--- src/rtl/core/bed_pkg.sv ---
`default_nettype none
// ----------------------------------------------------------------------------
// bed_pkg
// shared types, character codes and helpers of the backslash escape decoder
// ----------------------------------------------------------------------------
package bed_pkg;

    localparam int unsigned BED_QUEUE_DEPTH = 2;

    localparam logic [7:0] CH_BACKSLASH = 8'h5C;
    localparam logic [7:0] CH_LOWER_N   = 8'h6E;
    localparam logic [7:0] CH_LOWER_R   = 8'h72;
    localparam logic [7:0] CH_LOWER_T   = 8'h74;
    localparam logic [7:0] CH_LOWER_X   = 8'h78;
    localparam logic [7:0] CH_NEWLINE   = 8'h0A;
    localparam logic [7:0] CH_RETURN    = 8'h0D;
    localparam logic [7:0] CH_TAB       = 8'h09;
    localparam logic [7:0] END_BYTE_RST = 8'h0A;

    typedef struct packed {
        logic [7:0] in_byte;
        logic       in_last;
    } t_in_item;

    typedef struct packed {
        logic [7:0] out_byte;
        logic       out_last;
    } t_out_item;

    // work for the back end: zero to two decoded bytes, then maybe the end byte
    typedef struct packed {
        logic [1:0] byte_cnt;
        logic [7:0] byte0;
        logic [7:0] byte1;
        logic       has_end;
    } t_cmd;

    // returns {is_hex, nibble}
    function automatic logic [4:0] hex_decode(input logic [7:0] c);
        logic [4:0] res;
        res = 5'b0;
        if (c >= 8'h30 && c <= 8'h39) begin
            res = {1'b1, c[3:0]};
        end else if ((c >= 8'h61 && c <= 8'h66) || (c >= 8'h41 && c <= 8'h46)) begin
            res = {1'b1, c[3:0] + 4'd9};
        end
        return res;
    endfunction

endpackage
`default_nettype wire

--- src/rtl/core/bed_front.sv ---
`default_nettype none
// ----------------------------------------------------------------------------
// bed_front
// accepts raw bytes, tracks the escape state and builds one command per byte
// ----------------------------------------------------------------------------
module bed_front (
    input  wire logic            i_clk,
    input  wire logic            i_rst_n,
    input  wire bed_pkg::t_in_item i_in,
    input  wire logic            i_in_valid,
    output logic                 o_in_stall,
    input  wire logic            i_q_full,
    output logic                 o_push,
    output bed_pkg::t_cmd        o_cmd
);
    import bed_pkg::*;

    typedef enum logic [1:0] {
        MODE_PLAIN,
        MODE_ESC,
        MODE_HEX1,
        MODE_HEX2
    } t_mode;

    t_mode      r_mode, n_mode;
    logic [3:0] r_nib, n_nib;
    logic       r_nib_ok, n_nib_ok;

    logic       accept;
    logic [4:0] hv;
    logic [7:0] flush_byte;
    logic       do_flush;
    t_cmd       cmd;

    assign o_in_stall = i_q_full;
    assign accept     = i_in_valid && !i_q_full;
    assign hv         = hex_decode(i_in.in_byte);

    always_comb begin
        n_mode     = r_mode;
        n_nib      = r_nib;
        n_nib_ok   = r_nib_ok;
        cmd        = '0;
        flush_byte = 8'h00;
        do_flush   = 1'b0;

        unique case (r_mode)
            MODE_PLAIN: begin
                if (i_in.in_byte == CH_BACKSLASH) begin
                    n_mode = MODE_ESC;
                end else begin
                    cmd.byte_cnt = 2'd1;
                    cmd.byte0    = i_in.in_byte;
                end
            end
            MODE_ESC: begin
                n_mode       = MODE_PLAIN;
                cmd.byte_cnt = 2'd1;
                case (i_in.in_byte)
                    CH_BACKSLASH: cmd.byte0 = CH_BACKSLASH;
                    CH_LOWER_N:   cmd.byte0 = CH_NEWLINE;
                    CH_LOWER_R:   cmd.byte0 = CH_RETURN;
                    CH_LOWER_T:   cmd.byte0 = CH_TAB;
                    CH_LOWER_X: begin
                        n_mode       = MODE_HEX1;
                        cmd.byte_cnt = 2'd0;
                    end
                    default: begin
                        // unknown escape passes through as two bytes
                        cmd.byte_cnt = 2'd2;
                        cmd.byte0    = CH_BACKSLASH;
                        cmd.byte1    = i_in.in_byte;
                    end
                endcase
            end
            MODE_HEX1: begin
                n_nib    = hv[4] ? hv[3:0] : 4'h0;
                n_nib_ok = hv[4];
                n_mode   = MODE_HEX2;
            end
            MODE_HEX2: begin
                n_mode       = MODE_PLAIN;
                cmd.byte_cnt = 2'd1;
                if (!r_nib_ok) begin
                    cmd.byte0 = 8'h00;
                end else if (!hv[4]) begin
                    cmd.byte0 = {4'h0, r_nib};
                end else begin
                    cmd.byte0 = {r_nib, hv[3:0]};
                end
            end
            default: n_mode = MODE_PLAIN;
        endcase

        if (i_in.in_last) begin
            // flush a pending partial escape, then close the line
            unique case (n_mode)
                MODE_ESC: begin
                    do_flush   = 1'b1;
                    flush_byte = CH_BACKSLASH;
                end
                MODE_HEX1: begin
                    do_flush   = 1'b1;
                    flush_byte = 8'h00;
                end
                MODE_HEX2: begin
                    do_flush   = 1'b1;
                    flush_byte = n_nib_ok ? {4'h0, n_nib} : 8'h00;
                end
                default: do_flush = 1'b0;
            endcase
            if (do_flush) begin
                if (cmd.byte_cnt == 2'd0) begin
                    cmd.byte0 = flush_byte;
                end else begin
                    cmd.byte1 = flush_byte;
                end
                cmd.byte_cnt = cmd.byte_cnt + 2'd1;
            end
            n_mode      = MODE_PLAIN;
            n_nib       = 4'h0;
            n_nib_ok    = 1'b0;
            cmd.has_end = 1'b1;
        end
    end

    assign o_cmd  = cmd;
    assign o_push = accept && ((cmd.byte_cnt != 2'd0) || cmd.has_end);

    always_ff @(posedge i_clk) begin
        if (!i_rst_n) begin
            r_mode   <= MODE_PLAIN;
            r_nib    <= 4'h0;
            r_nib_ok <= 1'b0;
        end else if (accept) begin
            r_mode   <= n_mode;
            r_nib    <= n_nib;
            r_nib_ok <= n_nib_ok;
        end
    end

`ifndef SYNTHESIS
    a_push_not_full: assert property (@(posedge i_clk) disable iff (!i_rst_n)
        o_push |-> !i_q_full)
        else $error("front pushes into a full queue");
    a_last_clears: assert property (@(posedge i_clk) disable iff (!i_rst_n)
        (accept && i_in.in_last) |=> (r_mode == MODE_PLAIN && !r_nib_ok))
        else $error("escape state survives the end of a line");
`endif

endmodule
`default_nettype wire

--- src/rtl/core/bed_queue.sv ---
`default_nettype none
// ----------------------------------------------------------------------------
// bed_queue
// short command queue that decouples the front end from the back end
// ----------------------------------------------------------------------------
module bed_queue #(
    parameter int unsigned DEPTH = bed_pkg::BED_QUEUE_DEPTH
) (
    input  wire logic          i_clk,
    input  wire logic          i_rst_n,
    input  wire logic          i_push,
    input  wire bed_pkg::t_cmd i_cmd,
    output logic               o_full,
    input  wire logic          i_pop,
    output logic               o_valid,
    output bed_pkg::t_cmd      o_cmd
);
    import bed_pkg::*;

    localparam int unsigned PTR_W = (DEPTH > 1) ? $clog2(DEPTH) : 1;
    localparam int unsigned CNT_W = $clog2(DEPTH + 1);

    t_cmd             r_mem [DEPTH];
    logic [PTR_W-1:0] r_wr_ptr, r_rd_ptr;
    logic [CNT_W-1:0] r_cnt;

    assign o_full  = (r_cnt == CNT_W'(DEPTH));
    assign o_valid = (r_cnt != '0);
    assign o_cmd   = r_mem[r_rd_ptr];

    always_ff @(posedge i_clk) begin
        if (i_push) begin
            r_mem[r_wr_ptr] <= i_cmd;
        end
    end

    always_ff @(posedge i_clk) begin
        if (!i_rst_n) begin
            r_wr_ptr <= '0;
            r_rd_ptr <= '0;
            r_cnt    <= '0;
        end else begin
            if (i_push) begin
                r_wr_ptr <= (r_wr_ptr == PTR_W'(DEPTH - 1)) ? '0 : r_wr_ptr + 1'b1;
            end
            if (i_pop) begin
                r_rd_ptr <= (r_rd_ptr == PTR_W'(DEPTH - 1)) ? '0 : r_rd_ptr + 1'b1;
            end
            if (i_push && !i_pop) begin
                r_cnt <= r_cnt + 1'b1;
            end else if (i_pop && !i_push) begin
                r_cnt <= r_cnt - 1'b1;
            end
        end
    end

`ifndef SYNTHESIS
    a_no_overflow: assert property (@(posedge i_clk) disable iff (!i_rst_n)
        o_full |-> !i_push)
        else $error("queue overflow");
    a_no_underflow: assert property (@(posedge i_clk) disable iff (!i_rst_n)
        i_pop |-> o_valid)
        else $error("queue underflow");
`endif

endmodule
`default_nettype wire

--- src/rtl/core/bed_back.sv ---
`default_nettype none
// ----------------------------------------------------------------------------
// bed_back
// walks through each queued command and drives one result byte per transfer
// ----------------------------------------------------------------------------
module bed_back (
    input  wire logic          i_clk,
    input  wire logic          i_rst_n,
    input  wire logic          i_q_valid,
    input  wire bed_pkg::t_cmd i_cmd,
    output logic               o_pop,
    input  wire logic [7:0]    i_end_byte,
    output bed_pkg::t_out_item o_out,
    output logic               o_out_valid,
    input  wire logic          i_out_stall
);
    import bed_pkg::*;

    logic [1:0] r_idx;
    logic [1:0] total;
    logic       load;
    logic       is_final;
    t_out_item  r_out, n_out;
    logic       r_out_valid;

    assign total    = i_cmd.byte_cnt + {1'b0, i_cmd.has_end};
    assign load     = i_q_valid && (!r_out_valid || !i_out_stall);
    assign is_final = (r_idx == total - 2'd1);
    assign o_pop    = load && is_final;

    always_comb begin
        n_out = '0;
        if (r_idx < i_cmd.byte_cnt) begin
            n_out.out_byte = r_idx[0] ? i_cmd.byte1 : i_cmd.byte0;
            n_out.out_last = 1'b0;
        end else begin
            n_out.out_byte = i_end_byte;
            n_out.out_last = 1'b1;
        end
    end

    always_ff @(posedge i_clk) begin
        if (load) begin
            r_out <= n_out;
        end
    end

    always_ff @(posedge i_clk) begin
        if (!i_rst_n) begin
            r_idx       <= 2'd0;
            r_out_valid <= 1'b0;
        end else begin
            if (load) begin
                r_idx       <= is_final ? 2'd0 : r_idx + 2'd1;
                r_out_valid <= 1'b1;
            end else if (!i_out_stall) begin
                r_out_valid <= 1'b0;
            end
        end
    end

    assign o_out       = r_out;
    assign o_out_valid = r_out_valid;

`ifndef SYNTHESIS
    a_idx_in_range: assert property (@(posedge i_clk) disable iff (!i_rst_n)
        i_q_valid |-> (r_idx < total))
        else $error("result index runs past its command");
    a_held_on_stall: assert property (@(posedge i_clk) disable iff (!i_rst_n)
        (r_out_valid && i_out_stall) |=> r_out_valid)
        else $error("stalled result dropped");
`endif

endmodule
`default_nettype wire

--- src/rtl/core/backslash_escape_decoder_core.sv ---
`default_nettype none
// ----------------------------------------------------------------------------
// backslash_escape_decoder_core
// decodes backslash escapes in a byte stream, one raw byte per transfer
// ----------------------------------------------------------------------------
// input channel: i_in (byte and last mark) with i_in_valid, o_in_stall
// output channel: o_out (byte and end mark) with o_out_valid, i_out_stall
// config channel: i_cfg_data with i_cfg_valid, o_cfg_ready; sets the end byte
//   that closes each line, always ready, write only while the block is idle
// each input byte gives zero to three result bytes; a marked last byte
//   flushes any partial escape and appends the end byte with out_last set
// path: an accepted input byte is written into the command queue, and its first
//   result is then loaded into the output register that drives o_out
// throughput: one input byte per cycle while each gives at most one result and
//   i_out_stall is low; the output side moves one result per cycle, so bytes
//   with two or three results hold it longer and the command queue absorbs
//   this until it fills, then o_in_stall rises
// when i_out_stall is high the output register holds its result, the queue
//   fills and the input stalls; no result is lost
// reset (synchronous, active low) clears the escape state, the queue and the
//   output valid, and sets the end byte to line feed
// ----------------------------------------------------------------------------
module backslash_escape_decoder_core #(
    parameter int unsigned QUEUE_DEPTH = bed_pkg::BED_QUEUE_DEPTH
) (
    input  wire logic               i_clk,
    input  wire logic               i_rst_n,
    input  wire bed_pkg::t_in_item  i_in,
    input  wire logic               i_in_valid,
    output logic                    o_in_stall,
    output bed_pkg::t_out_item      o_out,
    output logic                    o_out_valid,
    input  wire logic               i_out_stall,
    input  wire logic               i_cfg_valid,
    output logic                    o_cfg_ready,
    input  wire logic [7:0]         i_cfg_data
);
    import bed_pkg::*;

    logic [7:0] r_end_byte;
    logic       q_full;
    logic       q_valid;
    logic       push;
    logic       pop;
    t_cmd       push_cmd;
    t_cmd       head_cmd;

    assign o_cfg_ready = 1'b1;

    always_ff @(posedge i_clk) begin
        if (!i_rst_n) begin
            r_end_byte <= END_BYTE_RST;
        end else if (i_cfg_valid && o_cfg_ready) begin
            r_end_byte <= i_cfg_data;
        end
    end

    bed_front u_front (
        .i_clk      (i_clk),
        .i_rst_n    (i_rst_n),
        .i_in       (i_in),
        .i_in_valid (i_in_valid),
        .o_in_stall (o_in_stall),
        .i_q_full   (q_full),
        .o_push     (push),
        .o_cmd      (push_cmd)
    );

    bed_queue #(
        .DEPTH (QUEUE_DEPTH)
    ) u_queue (
        .i_clk   (i_clk),
        .i_rst_n (i_rst_n),
        .i_push  (push),
        .i_cmd   (push_cmd),
        .o_full  (q_full),
        .i_pop   (pop),
        .o_valid (q_valid),
        .o_cmd   (head_cmd)
    );

    bed_back u_back (
        .i_clk       (i_clk),
        .i_rst_n     (i_rst_n),
        .i_q_valid   (q_valid),
        .i_cmd       (head_cmd),
        .o_pop       (pop),
        .i_end_byte  (r_end_byte),
        .o_out       (o_out),
        .o_out_valid (o_out_valid),
        .i_out_stall (i_out_stall)
    );

endmodule
`default_nettype wire
--- config.mk ---
export PLATFORM = sky130hd
export DESIGN_NAME = backslash_escape_decoder_core
export DESIGN_NICKNAME = d
export VERILOG_FILES = /design/src/rtl/core/bed_pkg.sv /design/src/rtl/core/bed_front.sv /design/src/rtl/core/bed_queue.sv /design/src/rtl/core/bed_back.sv /design/src/rtl/core/backslash_escape_decoder_core.sv
export SDC_FILE = /design/constraint.sdc
export NUM_CORES = 1
export LEC_CHECK = 0
export BUFFER_PORTS_ARGS = -buffer_cell sky130_fd_sc_hd__buf_2
export CAP_MARGIN = 20
export CORE_ASPECT_RATIO = 0.75
export CORE_MARGIN = 10
export CORE_UTILIZATION = 42
export CTS_BUF_LIST = sky130_fd_sc_hd__clkbuf_16
export DETAILED_ROUTE_END_ITERATION = 7
export SYNTH_ARGS = -nofsm -noshare
export SYNTH_HDL_FRONTEND = slang
export SYNTH_SLANG_ARGS = --single-unit
--- constraint.sdc ---
create_clock -name i_clk -period 3.32 [get_ports i_clk]
set_input_delay 0.498 -clock i_clk [delete_from_list [all_inputs] [get_ports i_clk]]
set_output_delay 0.498 -clock i_clk [all_outputs]
set_load 0.01 [all_outputs]
---- Word level (Yosys, flattened, before mapping) ----
Memory sizes are Yosys's and may differ from the RTL's. A register that Yosys moved wholly into a read port is not among the register bits.
Cells that the tools add are included.
word-level totals
  memory bits (writable) .................. 38
  input port bits ......................... 22
  word-level logic and storage cells ...... 107
  register bits ........................... 31
  memories kept ........................... 1
  output and inout bits ................... 12
memory list
  memory         words  bits a word  rd ports  clocked after Yosys merged registers in  wr ports  RTL line         RTL
  u_queue.r_mem  2      19           1         1                                        1         bed_queue.sv:23  t_cmd r_mem [DEPTH];
operators by class
  reduce and logical (&&, ||, !) cells .... 25
  equality and inequality tests ........... 14
  add/sub/neg operators ................... 9
  $lt $le $gt $ge ......................... 7
  multiplexer cells ....................... 40
operator list
  cell                                                                number
  two-way mux 8 bit                                                   7
  equality test 8 x 7 -> 1 bit (second input constant)                5
  one-hot mux 10 bit (3 select lines)                                 1
  one-hot mux 7 bit (4 select lines)                                  1
  two-way mux 19 bit                                                  1
  two-way mux 18 bit                                                  1
  two-way mux 9 bit                                                   2
  greater-or-equal comparator 8 x 7 -> 1 bit (second input constant)  2
  less-or-equal comparator 8 x 7 -> 1 bit (second input constant)     2
  two-way mux 4 bit                                                   4
  one-hot mux 8 bit (2 select lines)                                  1
  two-way mux 1 bit                                                   12
  two-way mux 2 bit                                                   6
  equality test 2 bit (second input constant)                         5
  two-way mux 5 bit                                                   2
  logical AND 1 bit                                                   9
  greater-or-equal comparator 8 x 6 -> 1 bit (second input constant)  1
  less-or-equal comparator 8 x 6 -> 1 bit (second input constant)     1
  one-hot mux 2 bit (4 select lines)                                  1
  adder 2 x 1 -> 2 bit (second input constant)                        3
  nonzero test 2 bit                                                  3
  zero test 1 bit                                                     5
  OR reduction 5 bit                                                  1
  adder 4 bit (second input constant)                                 1
  12 further kinds                                                    18

---- Logic depth before layout (Yosys ltp) ----
  word-level depth ........................ 19
  gate-level depth with buffers ........... 12
  gate-level depth less buffers ........... 12

---- Modules after synthesis ----
Synthesis repeated with hierarchy kept, for this count alone.
second synthesis, totals
  cell total of the unflattened synthesis .. 314
  area total of the unflattened synthesis .. 3674.8 um^2
by module, submodules not included
  module                         instances  seq. area each (um^2)  area each (um^2)  cells an instance
  bed_queue                      1          1241.2                 1592.8            81
  bed_front                      1          140.1                  1057.3            150
  bed_back                       1          330.3                  716.9             56
  backslash_escape_decoder_core  1          160.2                  307.8             27

---- Worst setup path before layout ----
No wires, ideal clock.
  path kind ............................... input to register
  start ................................... in i_in[1] in the netlist's numbering
  end ..................................... mem u_queue.r_mem[0][0] in the netlist's numbering (enable)
  stages .................................. 7
  buffers on the path ..................... 0
  arrival ................................. 2374 ps
  setup time .............................. 397 ps
  slack ................................... 549 ps
  data required time ...................... 2923 ps
  cell sequence ........................... inv_1 ha_1 nand4b_2 o31a_1 o22ai_2 a21oi_1 nor2b_1
between the ends
  word-level cells in the longest chain between the ends .. 14
  elaborated cells between the ends (all ways) .. 26
  those cells by class .................... add/sub: 1; eq/ne: 8; mux: 12; reduce/logical: 5
RTL lines
  element                                                                     RTL line                             RTL
  from (decl)                                                                 backslash_escape_decoder_core.sv:28  input wire bed_pkg::t_in_item i_in,
  equality test 8 x 7 -> 1 bit, on equally long branches                      bed_front.sv:49, bed_front.sv:59
  two-way mux 2 bit, on equally long branches                                 bed_front.sv:49, bed_front.sv:59
  one-hot mux 2 bit (4 select lines)                                          bed_front.sv:47                      unique case (r_mode)
  equality test 2 x 1 -> 1 bit / equality test 2 bit (equally long branches)  bed_front.sv:97                      unique case (n_mode)
  OR reduction 3 bit (no source line)                                         -
  two-way mux 1 bit                                                           bed_front.sv:97
  two-way mux 1 bit                                                           bed_front.sv:95                      if (i_in.in_last) begin
  two-way mux 18 bit                                                          bed_front.sv:112                     if (do_flush) begin
  two-way mux 19 bit (*)                                                      bed_front.sv:95
  nonzero test 2 bit (*)                                                      bed_front.sv:128                     assign o_push = accept && ((cmd.byte_cnt != 2'd0) || cmd.has_end);
  logical OR 1 bit (*)                                                        bed_front.sv:128
  logical AND 1 bit (*)                                                       bed_front.sv:128
  via push                                                                    backslash_escape_decoder_core.sv:43  logic push;
  two-way mux 1 bit (*)                                                       bed_queue.sv:32                      if (i_push) begin
  two-way mux 1 bit (not written as such) (*)                                 bed_queue.sv:33                      r_mem[r_wr_ptr] <= i_cmd;
  to (decl)                                                                   bed_queue.sv:23
The timed path passes the listed nets; every way through them passes the cells marked *. The select of a mux whose other input is x is not followed.

==> reports/metrics.csv <==
stage,metric,value,unit
routing,drtPass1Iterations,5,
die,die_w,125,microns
routing,routed_wl,8210,microns
critical_path,end_kind,flop,
placed_design,gp_congestion,1.00,
run,drv_cap,0,
timing,relSlewSlack,37.6,%
synthesis,synth_top_cell_area_share,40.6,%
run_status,status,"finished, final reports clean",
placed_design,port_buffers,32,
cts,cts-root-buf,clkbuf_16,
synthesis,synth_nets,320,
synthesis,synth-edff-count,47,
timing,setup_viol,0,
synthesis,synthTopCellsByArea,"edfxtp_1 (41%), dfxtp_1 (13%), mux4_2 (5.2%)",
synthesis,synth-warning-count,0,
synthesis,ys.flop_type,edfxtp_1,
synthesis,async_flop_share,0,%
cts,numCtsBuffers,9,
hold_path,hold_path_class,input port to flop,
global_routing,grt_pass1_vias,2364,
global_routing,overflow,0,
routing,drtIter0Drc,230,
critical_path,required,3.38,ns
routing,routedWlPerCell,18.8,microns
synthesis,synth.avg_cell_area,12.0,sq um
die,core-area,7990,sq um
synthesis,syn_inst,289,
cts,clkTransAtPathRegs,0.05,ns
global_routing,antenna_found_initial,0,
die,die_area,12300,sq um
power,power_density,720,nW/um^2
cts,clockBufferDepth,2,
synthesis,synth.cell_area,3470,sq um
timing,finalCriticalPeriod,2.96,ns
cts,cts_resized,0,
cts,cts_hold_buf,0,
timing,worst_slew_pin_slew,0.937,ns
cts,clock_sinks,70,
timing,fmax,0.338,GHz
cts,cts_htree_levels,3,
critical_path,cp_max_fo,7,
cts,post_cts_buffers,0,
critical_path,critical_path_arrival,3.02,ns
final_layout,diodes,0,
synthesis,synthTopCellsByCount,"edfxtp_1 (47), nor2_1 (29), dfxtp_1 (23)",
routing,num_vias,2459,
power,p_leak,0.00160,uW
routing,drc,0,
final_layout,drive_gt1_share,24.2,%
routing,vias_per_cell,5.64,
placed_design,hpwl,6090,microns
timing,finalHoldViolCount,0,
timing,slew_viol_final,0,
die,boundaryPins,34,
timing,tns,0,ns
timing,grt_setup_unrepaired,no,
synthesis,yosysTopAreaCell,edfxtp_1,
routing,postRouteAntennaNets,0,
global_routing,grt_max_degree,20,
cts,tritoncts,done,
global_routing,grt_pass1_wl,13300,microns
placed_design,placed_area,3740,sq um
synthesis,yosysMostFrequentCell,edfxtp_1,
synthesis,ys_ff_latch,70,
timing,period_share,89.2,%
die,die_h,98.8,microns
final_layout,fin_nets,357,
synthesis,yosysSeqAreaShare,53.9,%
cts,clk_latency,0.33,ns
die,rows,28,
final_layout,area_growth,17.6,%
timing,clock_skew,0.0113,ns
critical_path,path_class,input port to flop,
synthesis,ys_types,56,
critical_path,startpoint_type,input port,
power,ir_drop,0.444,mV
die,initial_core_util,43.5,%
final_layout,final_cell_area,4080,sq um
global_routing,grt_usage,13.5,%
-- final timing paths --
| check | startpoint | endpoint | slack, ns | cells past startpoint |
|---|---|---|---|---|
| max | i_in[1] | u_queue.r_mem[0][11] | 0.36 | 12 |
| min | i_cfg_data[3] | r_end_byte[3] | 0.39 | 3 |
| max reg2reg | flop | u_queue.r_cnt[1] | 0.77 | 8 |
| min reg2reg | u_back.o_out_valid | u_back.o_out_valid | 0.47 | 2 |
-- layout by cell type, fill, tap and decap left out, types with 2 or more instances in the layout --
cell and n:
a21o_1 3, xnor2_1 3, clkbuf_16 9, a22o_1 2
or3_1 4, nor3_1 7, a211o_1 4, buf_2 32
a32oi_1 2, edfxtp_1 47, inv_1 9, o21ai_1 2
ha_1 9, and2_1 4, o21ai_0 11, xor2_1 5
a221o_1 2, dfxtp_1 23, a31oi_1 4, nand4_1 2
o211ai_1 3, clkinv_4 2, mux2i_1 15, and3_1 3
nor2_1 29, a31o_2 2, mux2_2 9, a21oi_1 12
nand3_1 7, mux4_2 8, nor2b_1 3, nand2b_1 7
buf_4 6, nand2_1 16, bufinv_16 3
-- kinds of logic (layout without fill, tap and decap cells) --
logic type / Yosys count / in the layout / share of synthesized area (%)
multiplexers: 32 / 32 / 12.4
AND/OR/NAND/NOR: 90 / 90 / 13.1
XOR/XNOR: 8 / 8 / 2.02
AO/OA/AOI/OAI: 58 / 58 / 12.3
adder cells (fa/ha/maj): 9 / 9 / 3.24
flip-flops: 70 / 70 / 53.9
other: 1 / 1 / 0.108
buffers and inverters: 21 / 63 / 2.88
-- flip-flops by register name (all words and copies together) (netlist names), 2 cells and up, named ones only --
signal and cells:
u_back.o_out 9, u_queue.r_cnt 2, u_queue.r_mem 38, u_front.r_mode 2
u_back.r_idx 2, u_front.r_nib 4, r_end_byte 8
-- final cells by class --
type,count,area [sq um]
Clock buffer,9,225
Clock inverter,7,115
Fill cell,708,3900
Inverter,9,33.8
Multi-Input combinational cell,198,1500
Sequential cell,70,1870
Tap cell,105,131
Timing Repair Buffer,38,205
-- worst max-delay path: stages --
cell      delay (ns)
buf_2           0.15
inv_1           0.14
ha_1            0.26
mux2i_1         0.19
o21ai_1         0.13
a311oi_2        0.41
and2_4          0.24
inv_2           0.06
ha_1            0.23
a31oi_1         0.26
nor3_1          0.09
a2111o_1        0.37
-- metrics by stage --
step                setup slack, ns  std cells  hold slack, ns  utilization, %  power, uW
finish                        0.360        436           0.392            51.1       2940
global route                  0.216        436           0.400            51.1       3090
CTS                           0.414        436           0.387            51.1       2980
detailed placement           0.0829        420           0.460            46.9       1890
global placement              0.184        420           0.454            46.9       1880
floorplan                     0.549        289           0.434               -       1680
-- power breakdown --
part           internal (uW)  total [uW]  leakage, uW  switching [uW]
Combinational            308         648     0.000799             339
Sequential              1140        1220     0.000629            82.8
Clock                    730        1070     0.000168             344
-- per-layer routing --
layer	vias up	routed length (microns)	global-route usage, %
met3	14	606	4.44
met4	0	85	4.15
met1	1180	3900	19.0
li1	1164	-	-
met2	101	3610	19.1
met5	-	0	0
Power figures use the tool's default switching activity.
